<file path="config.mk">
export PLATFORM = sky130hd
export DESIGN_NAME = psg_register_write_decoder
export DESIGN_NICKNAME = d
export VERILOG_FILES = /design/src/psgwd_pkg.sv /design/src/psgwd_div.sv /design/src/psg_register_write_decoder.sv
export SDC_FILE = /design/constraint.sdc
export NUM_CORES = 1
export LEC_CHECK = 0
export ABC_AREA = 1
export BUFFER_PORTS_ARGS = -buffer_cell sky130_fd_sc_hd__buf_4
export CAP_MARGIN = 20
export CORE_UTILIZATION = 45
export CTS_CLUSTER_DIAMETER = 60
export DETAILED_ROUTE_END_ITERATION = 16
export PLACE_DENSITY_LB_ADDON = 0.12
export SLEW_MARGIN = 20
export SYNTH_ARGS = -nofsm -noshare
export SYNTH_HDL_FRONTEND = slang
export SYNTH_SLANG_ARGS = --single-unit
</file>
<file path="constraint.sdc">
create_clock -name clk -period 5.85 [get_ports clk]
set_clock_uncertainty 0.1 [all_clocks]
set_input_delay 1.17 -clock clk [delete_from_list [all_inputs] [get_ports clk]]
set_output_delay 1.17 -clock clk [all_outputs]
set_load 0.05 [all_outputs]
</file>
<file path="src/psgwd_pkg.sv">
`timescale 1ns / 1ps
// ----------------------------------------------------------------------------
// psgwd_pkg
// Shared widths, register indexes, select codes and divider status type.
// ----------------------------------------------------------------------------
package psgwd_pkg;

	localparam int CFG_W   = 24;
	localparam int DIV_W   = 24;
	localparam int CNT_W   = 5;
	localparam int VOL_W   = 12;
	localparam int STEP_W  = 8;
	localparam int PER_W   = 10;
	localparam int CFGI_W  = 2;

	// configuration register indexes
	localparam logic [CFGI_W-1:0] CFG_MASTER_DIV   = 2'd0;
	localparam logic [CFGI_W-1:0] CFG_MASTER_CLOCK = 2'd1;
	localparam logic [CFGI_W-1:0] CFG_SAMPLE_RATE  = 2'd2;
	localparam logic [CFGI_W-1:0] CFG_VOLUME_STEP  = 2'd3;

	// configuration reset values
	localparam logic [CFG_W-1:0]  RST_MASTER_DIV   = 24'd111861;
	localparam logic [CFG_W-1:0]  RST_MASTER_CLOCK = 24'd3579545;
	localparam logic [CFG_W-1:0]  RST_SAMPLE_RATE  = 24'd16000;
	localparam logic [STEP_W-1:0] RST_VOLUME_STEP  = 8'd8;

	// register select codes
	localparam logic [2:0] SEL_NOISE_CTRL = 3'd6;

	// noise rate codes (control bits 1..0)
	localparam logic [1:0] NRATE_512  = 2'd0;
	localparam logic [1:0] NRATE_1024 = 2'd1;
	localparam logic [1:0] NRATE_2048 = 2'd2;
	localparam logic [1:0] NRATE_TONE = 2'd3;

	localparam logic [1:0] CH_NOISE = 2'd3;
	localparam logic [3:0] ATT_MAX  = 4'd15;

	typedef struct packed {
		logic busy;
		logic done;
	} div_stat_t;

endpackage

</file>
<file path="src/psgwd_div.sv">
`timescale 1ns / 1ps
// ----------------------------------------------------------------------------
// psgwd_div
// Restoring divider, one quotient bit per cycle; result held until acked.
// ----------------------------------------------------------------------------
module psgwd_div (
	input  logic                         clk,
	input  logic                         arst_n,
	input  logic                         start,
	input  logic                         ack,
	input  logic [psgwd_pkg::DIV_W-1:0]  dividend,
	input  logic [psgwd_pkg::DIV_W-1:0]  divisor,
	output psgwd_pkg::div_stat_t         stat,
	output logic [psgwd_pkg::DIV_W-1:0]  quotient
);

	localparam logic [1:0] ST_IDLE = 2'd0;
	localparam logic [1:0] ST_RUN  = 2'd1;
	localparam logic [1:0] ST_DONE = 2'd2;

	logic [1:0]                      state_q;
	logic [psgwd_pkg::CNT_W-1:0]     cnt_q;
	logic [psgwd_pkg::DIV_W-1:0]     rem_q;
	logic [psgwd_pkg::DIV_W-1:0]     quo_q;
	logic [psgwd_pkg::DIV_W-1:0]     dvs_q;
	logic [psgwd_pkg::DIV_W:0]       trial;
	logic [psgwd_pkg::DIV_W:0]       diff;
	logic                            ge;

	assign trial = {rem_q, quo_q[psgwd_pkg::DIV_W-1]};
	assign ge    = trial >= {1'b0, dvs_q};
	assign diff  = trial - {1'b0, dvs_q};

	always_ff @(posedge clk or negedge arst_n) begin
		if (!arst_n) begin
			state_q <= ST_IDLE;
			cnt_q   <= '0;
		end else begin
			case (state_q)
				ST_IDLE: begin
					if (start) begin
						state_q <= ST_RUN;
						cnt_q   <= '0;
					end
				end
				ST_RUN: begin
					cnt_q <= cnt_q + 1'b1;
					if (cnt_q == psgwd_pkg::CNT_W'(psgwd_pkg::DIV_W - 1))
						state_q <= ST_DONE;
				end
				ST_DONE: begin
					if (ack)
						state_q <= ST_IDLE;
				end
				default: state_q <= ST_IDLE;
			endcase
		end
	end

	// datapath: quotient shifts in from the bottom as dividend bits leave the top
	always_ff @(posedge clk) begin
		if (state_q == ST_IDLE && start) begin
			rem_q <= '0;
			quo_q <= dividend;
			dvs_q <= divisor;
		end else if (state_q == ST_RUN) begin
			rem_q <= ge ? diff[psgwd_pkg::DIV_W-1:0] : trial[psgwd_pkg::DIV_W-1:0];
			quo_q <= {quo_q[psgwd_pkg::DIV_W-2:0], ge};
		end
	end

	assign stat.busy = (state_q != ST_IDLE);
	assign stat.done = (state_q == ST_DONE);
	assign quotient  = quo_q;

endmodule

</file>
<file path="src/psg_register_write_decoder.sv">
`timescale 1ns / 1ps
// ----------------------------------------------------------------------------
// psg_register_write_decoder
// Decodes sound chip register writes into per-channel volume/frequency beats.
// ----------------------------------------------------------------------------
// Usage:
//   Input channel (in_valid / in_stall / write_byte): one written byte a beat.
//   Latch bytes (bit 7 set) select a register and write its low data; data
//   bytes extend the latched tone period. A volume write or a completed tone
//   period yields one output beat (channel, volume, freq_valid, frequency).
//   Output channel (out_valid / out_stall): result held in an output register
//   until taken; a full output register does not block bytes that give no
//   result, but the next result waits in the divider until the slot frees.
//   Result path: a byte giving a result runs the 24 steps of the shared
//   restoring divider, then the quotient moves into the output register
//   and out_valid rises. Bytes that give no result are taken every cycle
//   while the divider is idle. While the divider is busy or holds a finished
//   quotient, in_stall is high, so the bit-serial divider paces result-bearing
//   bytes, and a stalled output register holds them back further.
//   Configuration (cfg_we / cfg_index / cfg_data) writes take effect at once;
//   write only while idle.
//   Reset (arst_n low) clears the latch, tone periods to 1, attenuations and
//   noise control to 0, config registers to their defaults, and out_valid.
// ----------------------------------------------------------------------------
module psg_register_write_decoder (
	input  logic                          clk,
	input  logic                          arst_n,
	// configuration
	input  logic                          cfg_we,
	input  logic [psgwd_pkg::CFGI_W-1:0]  cfg_index,
	input  logic [psgwd_pkg::CFG_W-1:0]   cfg_data,
	// input channel
	input  logic                          in_valid,
	output logic                          in_stall,
	input  logic [7:0]                    write_byte,
	// output channel
	output logic                          out_valid,
	input  logic                          out_stall,
	output logic [1:0]                    channel,
	output logic [psgwd_pkg::VOL_W-1:0]   volume,
	output logic                          freq_valid,
	output logic [psgwd_pkg::DIV_W-1:0]   frequency
);

	// configuration registers
	logic [psgwd_pkg::CFG_W-1:0]  master_div_q;
	logic [psgwd_pkg::CFG_W-1:0]  master_clock_q;
	logic [psgwd_pkg::CFG_W-1:0]  sample_rate_q;
	logic [psgwd_pkg::STEP_W-1:0] volume_step_q;

	// chip register state
	logic                         sel_valid_q;
	logic [2:0]                   sel_reg_q;
	logic [psgwd_pkg::PER_W-1:0]  period_q [3];
	logic [3:0]                   atten_q  [4];
	logic [2:0]                   noise_ctrl_q;

	// pending result fields, held while the divider runs
	logic [1:0]                   pend_ch_q;
	logic [psgwd_pkg::VOL_W-1:0]  pend_vol_q;
	logic                         pend_zero_q;

	// output register
	logic                         out_valid_q;
	logic [1:0]                   out_ch_q;
	logic [psgwd_pkg::VOL_W-1:0]  out_vol_q;
	logic                         out_fv_q;
	logic [psgwd_pkg::DIV_W-1:0]  out_freq_q;

	psgwd_pkg::div_stat_t         div_stat;
	logic [psgwd_pkg::DIV_W-1:0]  div_quo;
	logic                         div_ack;

	logic                         in_acc;
	logic                         is_latch;
	logic [2:0]                   reg_nxt;
	logic                         valid_nxt;
	logic [1:0]                   tsel;
	logic [psgwd_pkg::PER_W-1:0]  per_new;
	logic                         emit;
	logic [1:0]                   em_ch;
	logic [3:0]                   em_att;
	logic [psgwd_pkg::DIV_W-1:0]  em_div;
	logic [psgwd_pkg::DIV_W-1:0]  noise_div;
	logic [psgwd_pkg::VOL_W-1:0]  em_vol;

	assign in_acc   = in_valid && !in_stall;
	assign in_stall = div_stat.busy;
	assign is_latch = write_byte[7];
	assign reg_nxt  = is_latch ? write_byte[6:4] : sel_reg_q;
	assign valid_nxt = is_latch || sel_valid_q;
	assign tsel     = reg_nxt[2:1];
	assign per_new  = {write_byte[5:0], period_q[tsel][3:0]};

	// noise divisor from current control and tone C period
	always_comb begin
		if (noise_ctrl_q[2]) begin
			noise_div = sample_rate_q;
		end else begin
			case (noise_ctrl_q[1:0])
				psgwd_pkg::NRATE_512:  noise_div = master_clock_q >> 9;
				psgwd_pkg::NRATE_1024: noise_div = master_clock_q >> 10;
				psgwd_pkg::NRATE_2048: noise_div = master_clock_q >> 11;
				default:               noise_div = {{(psgwd_pkg::DIV_W-psgwd_pkg::PER_W){1'b0}},
				                                    period_q[2]};
			endcase
		end
	end

	// decide whether this byte yields a result, and with what inputs
	always_comb begin
		emit   = 1'b0;
		em_ch  = tsel;
		em_att = atten_q[tsel];
		em_div = {{(psgwd_pkg::DIV_W-psgwd_pkg::PER_W){1'b0}}, period_q[tsel]};
		if (valid_nxt) begin
			if (!reg_nxt[0]) begin
				if (reg_nxt != psgwd_pkg::SEL_NOISE_CTRL && !is_latch) begin
					emit   = 1'b1;
					em_div = {{(psgwd_pkg::DIV_W-psgwd_pkg::PER_W){1'b0}}, per_new};
				end
			end else if (is_latch) begin
				emit   = 1'b1;
				em_att = write_byte[3:0];
				if (tsel == psgwd_pkg::CH_NOISE)
					em_div = noise_div;
			end
		end
	end

	// (15 - attenuation) * step: 4 x 8 bits, fits 12
	assign em_vol = psgwd_pkg::VOL_W'(psgwd_pkg::ATT_MAX - em_att) *
	                psgwd_pkg::VOL_W'(volume_step_q);

	psgwd_div u_div (
		.clk      (clk),
		.arst_n   (arst_n),
		.start    (in_acc && emit),
		.ack      (div_ack),
		.dividend (master_div_q),
		.divisor  (em_div),
		.stat     (div_stat),
		.quotient (div_quo)
	);

	// quotient moves out once the output slot is free or being taken
	assign div_ack = div_stat.done && (!out_valid_q || !out_stall);

	// configuration
	always_ff @(posedge clk or negedge arst_n) begin
		if (!arst_n) begin
			master_div_q   <= psgwd_pkg::RST_MASTER_DIV;
			master_clock_q <= psgwd_pkg::RST_MASTER_CLOCK;
			sample_rate_q  <= psgwd_pkg::RST_SAMPLE_RATE;
			volume_step_q  <= psgwd_pkg::RST_VOLUME_STEP;
		end else if (cfg_we) begin
			case (cfg_index)
				psgwd_pkg::CFG_MASTER_DIV:   master_div_q   <= cfg_data;
				psgwd_pkg::CFG_MASTER_CLOCK: master_clock_q <= cfg_data;
				psgwd_pkg::CFG_SAMPLE_RATE:  sample_rate_q  <= cfg_data;
				psgwd_pkg::CFG_VOLUME_STEP:  volume_step_q  <= cfg_data[psgwd_pkg::STEP_W-1:0];
				default: ;
			endcase
		end
	end

	// chip register state
	always_ff @(posedge clk or negedge arst_n) begin
		if (!arst_n) begin
			sel_valid_q  <= 1'b0;
			sel_reg_q    <= '0;
			noise_ctrl_q <= '0;
			for (int i = 0; i < 3; i++)
				period_q[i] <= psgwd_pkg::PER_W'(1);
			for (int i = 0; i < 4; i++)
				atten_q[i] <= '0;
		end else if (in_acc) begin
			sel_valid_q <= valid_nxt;
			sel_reg_q   <= reg_nxt;
			if (valid_nxt) begin
				if (!reg_nxt[0]) begin
					if (reg_nxt == psgwd_pkg::SEL_NOISE_CTRL) begin
						if (is_latch)
							noise_ctrl_q <= write_byte[2:0];
					end else if (is_latch) begin
						period_q[tsel][3:0] <= write_byte[3:0];
					end else begin
						period_q[tsel] <= per_new;
					end
				end else if (is_latch) begin
					atten_q[tsel] <= write_byte[3:0];
				end
			end
		end
	end

	// pending result fields
	always_ff @(posedge clk) begin
		if (in_acc && emit) begin
			pend_ch_q   <= em_ch;
			pend_vol_q  <= em_vol;
			pend_zero_q <= (em_div == '0);
		end
	end

	// output register
	always_ff @(posedge clk or negedge arst_n) begin
		if (!arst_n) begin
			out_valid_q <= 1'b0;
		end else if (div_ack) begin
			out_valid_q <= 1'b1;
		end else if (!out_stall) begin
			out_valid_q <= 1'b0;
		end
	end

	always_ff @(posedge clk) begin
		if (div_ack) begin
			out_ch_q   <= pend_ch_q;
			out_vol_q  <= pend_vol_q;
			out_fv_q   <= !pend_zero_q;
			out_freq_q <= pend_zero_q ? '0 : div_quo;
		end
	end

	assign out_valid  = out_valid_q;
	assign channel    = out_ch_q;
	assign volume     = out_vol_q;
	assign freq_valid = out_fv_q;
	assign frequency  = out_freq_q;

endmodule

</file>
==> results of run 1 <==
routing by layer:
metal | track usage | vias to the layer above | wire length [um]
met4 | 0.0643 | 0 | 731
met3 | 0.0315 | 54 | 1610
met1 | 0.325 | 5331 | 17000
met2 | 0.382 | 232 | 16900
met5 | 0 | - | 0
li1 | - | 5696 | -
final cells by class:
cell class | instances | area, sq um | area share
Sequential cell | 258 | 6880 | 0.428
Multi-Input combinational cell | 1155 | 5950 | 0.370
Clock buffer | 42 | 923 | 0.0574
Inverter | 229 | 867 | 0.0539
Timing Repair Buffer | 95 | 713 | 0.0444
Tap cell | 396 | 495 | 0.0308
Clock inverter | 22 | 241 | 0.0150
worst min path at each step:
stage	start	to	slack (ps)	cells after the start
floorplan	pend_ch_q[0]	channel[0]	300	0
global placement	pend_vol_q[0]	volume[0]	300	0
detailed placement	pend_vol_q[7]	volume[7]	300	0
CTS	pend_vol_q[7]	volume[7]	320	0
global route	pend_vol_q[7]	volume[7]	320	0
finish	pend_vol_q[7]	volume[7]	320	0
sequential cells by signal (all words and copies together), names as in the netlist, 15 cells and up:
name / count
atten_q: 16
frequency: 24
master_clock_q: 15
master_div_q: 24
period_q: 30
sample_rate_q: 24
u_div.dvs_q: 24
u_div.quotient: 24
u_div.rem_q: 24
worst reg2reg max path, stage by stage, from the launching register on:
cell	delay, ps
dfrtp_1	400
inv_1	70
nand2_1	60
nand2_2	240
nor2_2	90
a22oi_1	230
nand4_2	260
a21oi_1	210
ha_1	260
fa_1	540
inv_1	50
fa_1	530
inv_1	40
ha_1	340
nand2_1	70
o21ai_0	280
nand2_1	90
nand2_1	70
nand2_1	40
nand2_1	90
nand2_1	60
nand2_1	50
a21oi_1	60
xor2_1	140
power breakdown:
part | internal (mW) | switching, mW | total (mW) | leakage, nW
Sequential | 2.52 | 0.334 | 2.85 | 2.77
Clock | 1.28 | 0.838 | 2.12 | 0.564
Combinational | 1.12 | 2.06 | 3.18 | 4.40
cells by family (layout without fill, tap and decap cells):
group / count (synthesis) / count (layout) / synth area share
AND/OR/NAND/NOR: 793 / 793 / 0.242
flip-flops: 258 / 258 / 0.491
buffers and inverters: 282 / 388 / 0.0847
adder cells (fa/ha/maj): 61 / 61 / 0.0615
AO/OA/AOI/OAI: 279 / 279 / 0.107
XOR/XNOR: 22 / 22 / 0.0138
placed cells by master (no fill, tap or decap), drive strengths merged, types with 30 or more instances in the layout:
cell type  instances
clkbuf            42
nand2            484
a21oi             71
buf               95
o21ai            173
edfxtp           102
ha                48
nor2             135
dfstp             30
nand3            129
inv              234
dfrtp            102
synth_stat cells, drive strengths merged (2+ instances only):
library cell | n | area share
nand2 | 484 | 0.14
inv | 229 | 0.062
o21ai | 173 | 0.063
nor2 | 135 | 0.038
nand3 | 129 | 0.048
dfrtp | 102 | 0.18
edfxtp | 102 | 0.22
a21oi | 71 | 0.026
ha | 48 | 0.043
dfstp | 30 | 0.056
clkbuf | 27 | 0.0072
nand4 | 27 | 0.013
buf | 26 | 0.016
dfxtp | 24 | 0.034
a31oi | 17 | 0.0076
fa | 13 | 0.019
xor2 | 12 | 0.0075
xnor2 | 10 | 0.0063
nor3 | 9 | 0.0036
or2 | 5 | 0.0022
o22ai | 4 | 0.0022
a22oi | 3 | 0.0016
o21bai | 3 | 0.0016
nand3b | 2 | 0.0011
o211ai | 2 | 0.0011
o31ai | 2 | 0.0011
through the flow:
| step | util | hold WS [ps] | setup slack [ps] |
|---|---|---|---|
| after floorplan | - | 300 | 752 |
| after global placement | 0.487 | 303 | 266 |
| after detailed placement | 0.487 | 305 | 162 |
| after CTS | 0.526 | 318 | 695 |
| after global routing | 0.526 | 321 | 310 |
| final | 0.526 | 317 | 638 |
==> metrics.cfg, run 1 <==
[sta]
finalSetupViolations = 0
hold_violations = 0
period_share = 0.891
period_needed_ps = 5210
drv_slew = 0
rsz0062_at_grt = false
fin_setup_tns_ps = 0
slew_headroom = 0.358
max_clock_freq_mhz = 192
tightest_slew_ps = 960

[place]
dpl_cell_area_sq_mm = 0.0149
dpl.cell_count = 2133
gp_congestion = 0.959
place_hpwl_mm = 26.9
port_buffers = 79

[clock_tree]
post_cts_buffers = 0
numCtsBuffers = 35
cts.htree.levels = 2
clock_sink_count = 258
clock_latency_ps = 520
cts_resized = 0
cts_root_buffer = clkbuf_16
cts_max_path_buffers = 3
cts_tree = yes
clkTransAtPathRegs_ps = 60
holdBufCountCts = 0

[worst_setup_path]
crit_type = primary input to flop
startpoint = write_byte[7]
cpMaxStageDelayCell = fa_1
slowest_delay_ps = 540
r2r_slack_ps = 1210
crit_cells = 24
crit_chain = buf_4 -> inv_4 -> nand2_1 -> nand2_2 -> nor2_2 -> a22oi_1 -> nand4_2 -> a21oi_1 -> ha_1 -> fa_1 -> inv_1 -> fa_1 -> inv_1 -> ha_1 -> nand2_1 -> o21ai_0 -> nand2_1 -> nand2_1 -> nand2_1 -> nand2_1 -> nand2_1 -> nand2_1 -> a21oi_1 -> xor2_1
cp_top_family = adder cells
crit_fanout = 14
timing.rr.end = pend_vol_q[10]
crit_top_cell = nand2_1
critPathArrivalTime_ps = 5370
start_kind = primary input
rr_startpoint = sel_reg_q[1]
worstPathRequired_ps = 6010
critPathCapture = pend_vol_q[10]
r2r_cells = 23
critPathCaptureType = flop
cp_num_buf_inv = 4

[yosys]
yosysSeqAreaShare = 0.491
syn_nets = 1795
yosysUniqueCellTypes = 51
syn_inst = 1695
yosys_register_bits = 258
synth_ff_type = edfxtp_1
syn_area_sq_mm = 0.0140
synth-edff-count = 102
async_flop_share = 0.512
ys_warn_count = 0
synth_area_per_cell_sq_um = 8.26

[global_route]
antenna_found_initial = 0
grt_pass1_wl_mm = 57.6
grt_overflow = 0
grt_max_degree = 50
track_usage = 0.234
grt_pass1_vias = 10900

[routing]
viasPerCell = 5.15
drt_iter0_drc = 945
first_pass_iters = 5
wire_per_inst_um = 16.5
drcViolationCount = 0
vias = 11300
routed_wl_mm = 36.2
ant_nets = 0

[pwr]
power_mw = 8.16
powerDensity_mw_per_mm2 = 507
peakVddDrop_mv = 0.256
leakagePower_nw = 7.73

[die]
dieHeight_um = 178
start_util = 0.458
rows = 64
io_pins = 80
die-width_um = 178
die_area_sq_mm = 0.0318
coreArea_sq_mm = 0.0306

[final_layout]
final_area_sq_mm = 0.0161
final_cells = 2197
n_antenna_cell = 0
num-nets-final = 1874
nFillCells = 2964
drive_gt1_frac = 0.124
area_growth_pct = 14.8

[run]
cap_violations = 0

[run_status]
status = complete, no violations

[min_path]
hold_path_class = flop to flop

(Power assumes the default switching activity.)
==> inputs of run 2 (changes only) <==
--- a/config.mk
+++ b/config.mk
@@ -12,6 +12,7 @@
 export CTS_CLUSTER_DIAMETER = 60
 export DETAILED_ROUTE_END_ITERATION = 16
 export PLACE_DENSITY_LB_ADDON = 0.12
+export RECOVER_POWER = 50
 export SLEW_MARGIN = 20
 export SYNTH_ARGS = -nofsm -noshare
 export SYNTH_HDL_FRONTEND = slang
==> run 2 against run 1 <==
The run now ends with capacitance limit, slew limit left. Combinational power about the same. Cell area decreased by 0.37%. Sequential power about the same. Non-clock buffer count unchanged. Critical path type unchanged.
==> metrics.cfg, run 2 (same netlist as run 1, synthesis figures left out) <==
[final_layout]
final_area_sq_mm = 0.0160
layout_commonest_cell = nand2_1
largest_register_ffs = 30
n_antenna_cell = 0
num-nets-final = 1874
largest-register = period_q
area_growth_pct = 14.3
final_core_utilization = 0.524
drive_gt1_frac = 0.118
final_cell_mix = nand2_1, inv_1, o21ai_0

[worst_setup_path]
start_kind = primary input
crit_type = primary input to flop
slowest_delay_ps = 540
crit_top_cell = nand2_1
critPathCaptureType = flop
worstPathRequired_ps = 6010
cp_num_buf_inv = 4
cpMaxStageDelayCell = fa_1
cp_top_family = adder cells
crit_chain = buf_4 -> inv_4 -> nand2_2 -> nand2_1 -> nor2_1 -> a22oi_1 -> nand4_2 -> a21oi_1 -> ha_1 -> fa_1 -> inv_1 -> fa_1 -> inv_1 -> ha_1 -> nand2_1 -> o21ai_0 -> nand2_1 -> nand2_1 -> nand2_1 -> nand2_1 -> nand2_1 -> nand2_1 -> a21oi_1 -> xor2_1
critPathArrivalTime_ps = 5490
crit_fanout = 13

[sta]
max_clock_freq_mhz = 188
slew_headroom = -0.639
period_share = 0.911
rsz0062_at_grt = false
tightest_slew_ps = 2460
finalSetupViolations = 0
drv_slew = 157
period_needed_ps = 5330
hold_violations = 0
fin_setup_tns_ps = 0

[routing]
drcViolationCount = 0
drt_iter0_drc = 1010
first_pass_iters = 7
ant_nets = 0
vias = 11300
wire_per_inst_um = 16.5
viasPerCell = 5.16
routed_wl_mm = 36.2

[global_route]
antenna_found_initial = 0
grt_pass1_vias = 10900
grt_overflow = 0
grt_pass1_wl_mm = 57.6
grt_max_degree = 50
track_usage = 0.234

[clock_tree]
post_cts_buffers = 0
cts.htree.levels = 2
numCtsBuffers = 35
holdBufCountCts = 0
clkTransAtPathRegs_ps = 60
cts_root_buffer = clkbuf_16
cts_resized = 0
cts_max_path_buffers = 3
clock_latency_ps = 520
clock_sink_count = 258
cts_tree = yes

[run_status]
violations = capacitance limit, slew limit
status = complete, but fails checks

[die]
io_pins = 80
coreArea_sq_mm = 0.0306
dieHeight_um = 178
rows = 64
die_area_sq_mm = 0.0318
start_util = 0.458
die-width_um = 178

[pwr]
leakagePower_nw = 7.70
peakVddDrop_mv = 0.255
powerDensity_mw_per_mm2 = 509
power_mw = 8.15

[min_path]
hold_path_class = flop to flop

[place]
port_buffers = 79
dpl_cell_area_sq_mm = 0.0149
gp_congestion = 0.959
place_hpwl_mm = 26.9

[run]
cap_violations = 4

[run 2: changes by cell type in the layout (fill, tap and decap cells not counted), sizes merged]
| cell | change |
|---|---|
| buf | -9 |
| clkbuf | +9 |
[run 2: final cells by class]
cell class,count,area [sq um]
clock buffer,42,923
clock inverter,22,241
fill,2981,14600
inverter,229,867
multi-input combinational,1155,5930
sequential,258,6880
tap,396,495
timing repair buffer,95,681
[run 2: power by group]
| part | internal [mW] | total, mW | switching, mW |
|---|---|---|---|
| sequential | 2.52 | 2.86 | 0.335 |
| combinational | 1.11 | 3.18 | 2.06 |
| clock | 1.28 | 2.12 | 0.838 |
[run 2: final timing paths]
| kind | start | endpoint | slack (ps) | cells after the start |
|---|---|---|---|---|
| worst max-delay path | write_byte[7] | pend_vol_q[10] | 520 | 24 |
| worst min-delay path | pend_vol_q[7] | volume[7] | 320 | 0 |
| worst max register to register | sel_reg_q[1] | pend_vol_q[10] | 1150 | 22 |
| worst min register to register | pend_vol_q[7] | volume[7] | 320 | 0 |
| max in group asynchronous | arst_n | u_div.state_q[1] | 1150 | 2 |
| min in group asynchronous | arst_n | period_q[22] | 1290 | 1 |
[run 2: per-layer routing]
layer	wire, um	share of wire	global-route usage
met1	16900	0.47	0.325
met2	16900	0.47	0.382
met3	1620	0.045	0.0315
met4	782	0.022	0.0643
met5	0	0	0
[run 2: per-stage QoR]
stage | std cells | setup WS, ps | hold WS, ps
2_1_floorplan | 1695 | 752 | 300
3_3_place_gp | 2133 | 266 | 303
3_5_place_dp | 2133 | 162 | 305
4_1_cts | 2197 | 695 | 318
5_1_grt | 2197 | 179 | 321
6_report | 2197 | 523 | 317
==> inputs of run 3 (changes only) <==
--- a/config.mk
+++ b/config.mk
@@ -8,6 +8,7 @@
 export ABC_AREA = 1
 export BUFFER_PORTS_ARGS = -buffer_cell sky130_fd_sc_hd__buf_4
 export CAP_MARGIN = 20
+export CORE_ASPECT_RATIO = 1.5
 export CORE_UTILIZATION = 45
 export CTS_CLUSTER_DIAMETER = 60
 export DETAILED_ROUTE_END_ITERATION = 16
==> run 3 against run 2 <==
The run still ends with capacitance limit, slew limit left. Clock power fell by 16%. Cell count fell by 0.46%. Non-clock buffer count did not move. Combinational power barely moved. Hold slack improved by 2.6 ps. Critical path type unchanged. Largest power group unchanged.
==> metrics.cfg, run 3 (same netlist as run 1, synthesis figures left out) <==
[run_status]
status = complete, but fails checks
violations = capacitance limit, slew limit

[clock_tree]
post_cts_buffers = 0
clock_latency_ps = 560
clkTransAtPathRegs_ps = 60
clock_sink_count = 258
numCtsBuffers = 27
cts_root_buffer = clkbuf_16
cts.htree.levels = 1
cts_tree = yes
holdBufCountCts = 0
cts_resized = 0
cts_max_path_buffers = 3

[worst_setup_path]
cp_num_buf_inv = 4
start_kind = primary input
worstPathRequired_ps = 6060
critPathArrivalTime_ps = 5470
rr_startpoint = sel_reg_q[2]
r2r_cells = 22
cp_top_family = adder cells
cpMaxStageDelayCell = fa_1
slowest_delay_ps = 540
crit_fanout = 14
critPathCaptureType = flop
crit_type = primary input to flop
crit_top_cell = nand2_1
r2r_slack_ps = 1150
startpoint = write_byte[7]
crit_chain = buf_4 -> inv_4 -> nand2_2 -> nand2_1 -> nor2_1 -> a22oi_1 -> nand4_2 -> a21oi_1 -> ha_1 -> fa_1 -> inv_1 -> fa_1 -> inv_1 -> ha_1 -> nand2_1 -> o21ai_0 -> nand2_1 -> nand2_1 -> nand2_1 -> nand2_1 -> nand2_1 -> nand2_1 -> a21oi_1 -> xor2_1
timing.rr.end = pend_vol_q[10]

[die]
die-width_um = 146
rows = 78
start_util = 0.460
coreArea_sq_mm = 0.0304
dieHeight_um = 218
io_pins = 80
die_area_sq_mm = 0.0319

[routing]
ant_nets = 0
viasPerCell = 5.13
wire_per_inst_um = 16.5
first_pass_iters = 5
drcViolationCount = 0
drt_iter0_drc = 674
routed_wl_mm = 36.1
vias = 11200

[global_route]
grt_max_degree = 63
grt_overflow = 0
grt_pass1_vias = 11000
grt_pass1_wl_mm = 58.4
track_usage = 0.232
antenna_found_initial = 0

[pwr]
switchingPower_mw = 3.16
combPwrFrac = 0.406
power_mw = 7.82
clkPwrFrac = 0.229
powerDensity_mw_per_mm2 = 495
seq_power_share = 0.365
leakagePower_nw = 7.57
intPower_mw = 4.67
sw_frac_of_total = 0.404
peakVddDrop_mv = 0.259

[min_path]
hold_end = volume[5]
hold_path_class = flop to flop
hold_path.startpoint = pend_vol_q[5]
min_path_cells = 0

[final_layout]
final_cells = 2187
largest_register_ffs = 30
layout_commonest_cell = nand2_1
final_cell_mix = nand2_1, inv_1, o21ai_0
drive_gt1_frac = 0.115
num-nets-final = 1866
area_growth_pct = 12.7
largest-register = period_q
n_antenna_cell = 0

[place]
place_hpwl_mm = 26.6
dpl.cell_count = 2137
gp_congestion = 0.916
port_buffers = 79

[sta]
slew_headroom = -1.05
rsz0062_at_grt = false
period_needed_ps = 5250
finalSetupViolations = 0
fin_setup_tns_ps = 0
period_share = 0.898
hold_violations = 0
tightest_slew_ps = 3080
max_clock_freq_mhz = 190
drv_slew = 178

[run]
cap_violations = 4

==> run 3: worst max path at each step <==
stage,end,slack (ps),cells past startpoint
after floorplan,pend_vol_q[10],750,24
after CTS,pend_vol_q[10],850,24
final,pend_vol_q[10],600,24
after detailed placement,pend_vol_q[10],250,24
after global routing,pend_vol_q[10],330,24
after global placement,pend_vol_q[10],350,24
==> run 3: metrics by stage <==
| step | worst slack, ps | instance area, sq um | hold slack (ps) | util |
|---|---|---|---|---|
| finish | 599 | 15800 | 319 | 0.519 |
| global route | 334 | 15800 | 321 | 0.519 |
| CTS | 849 | 15800 | 322 | 0.520 |
| detailed placement | 250 | 14900 | 305 | 0.490 |
| global placement | 355 | 14900 | 301 | 0.490 |
| floorplan | 752 | 14000 | 300 | - |
==> run 3: area by class of cell <==
class / instances / area, sq um
clock buffers: 28 / 679
clock inverters: 22 / 241
fillers: 2958 / 14700
inverters: 229 / 868
multi-input cells: 1155 / 5940
flip-flops and latches: 258 / 6880
well taps: 400 / 500
repair buffers: 95 / 677
==> run 3: power groups by stage <==
stage          registers [mW]  clock network (mW)  logic (mW)
6_report                 2.86                1.79        3.17
5_1_grt                  2.92                1.91        3.67
4_1_cts                  2.86                1.84        3.20
3_5_place_dp             2.89                   0        3.18
3_3_place_gp             2.89                   0        3.13
2_1_floorplan            2.76                   0        2.50
==> run 3: layer usage <==
metal	vias up	global-route usage	wire length [um]	share of wire
met5	-	0	0	0
met1	5232	0.272	14500	0.40
met4	0	0.0899	1240	0.034
li1	5676	-	-	-
met2	234	0.432	19100	0.53
met3	80	0.0259	1270	0.035
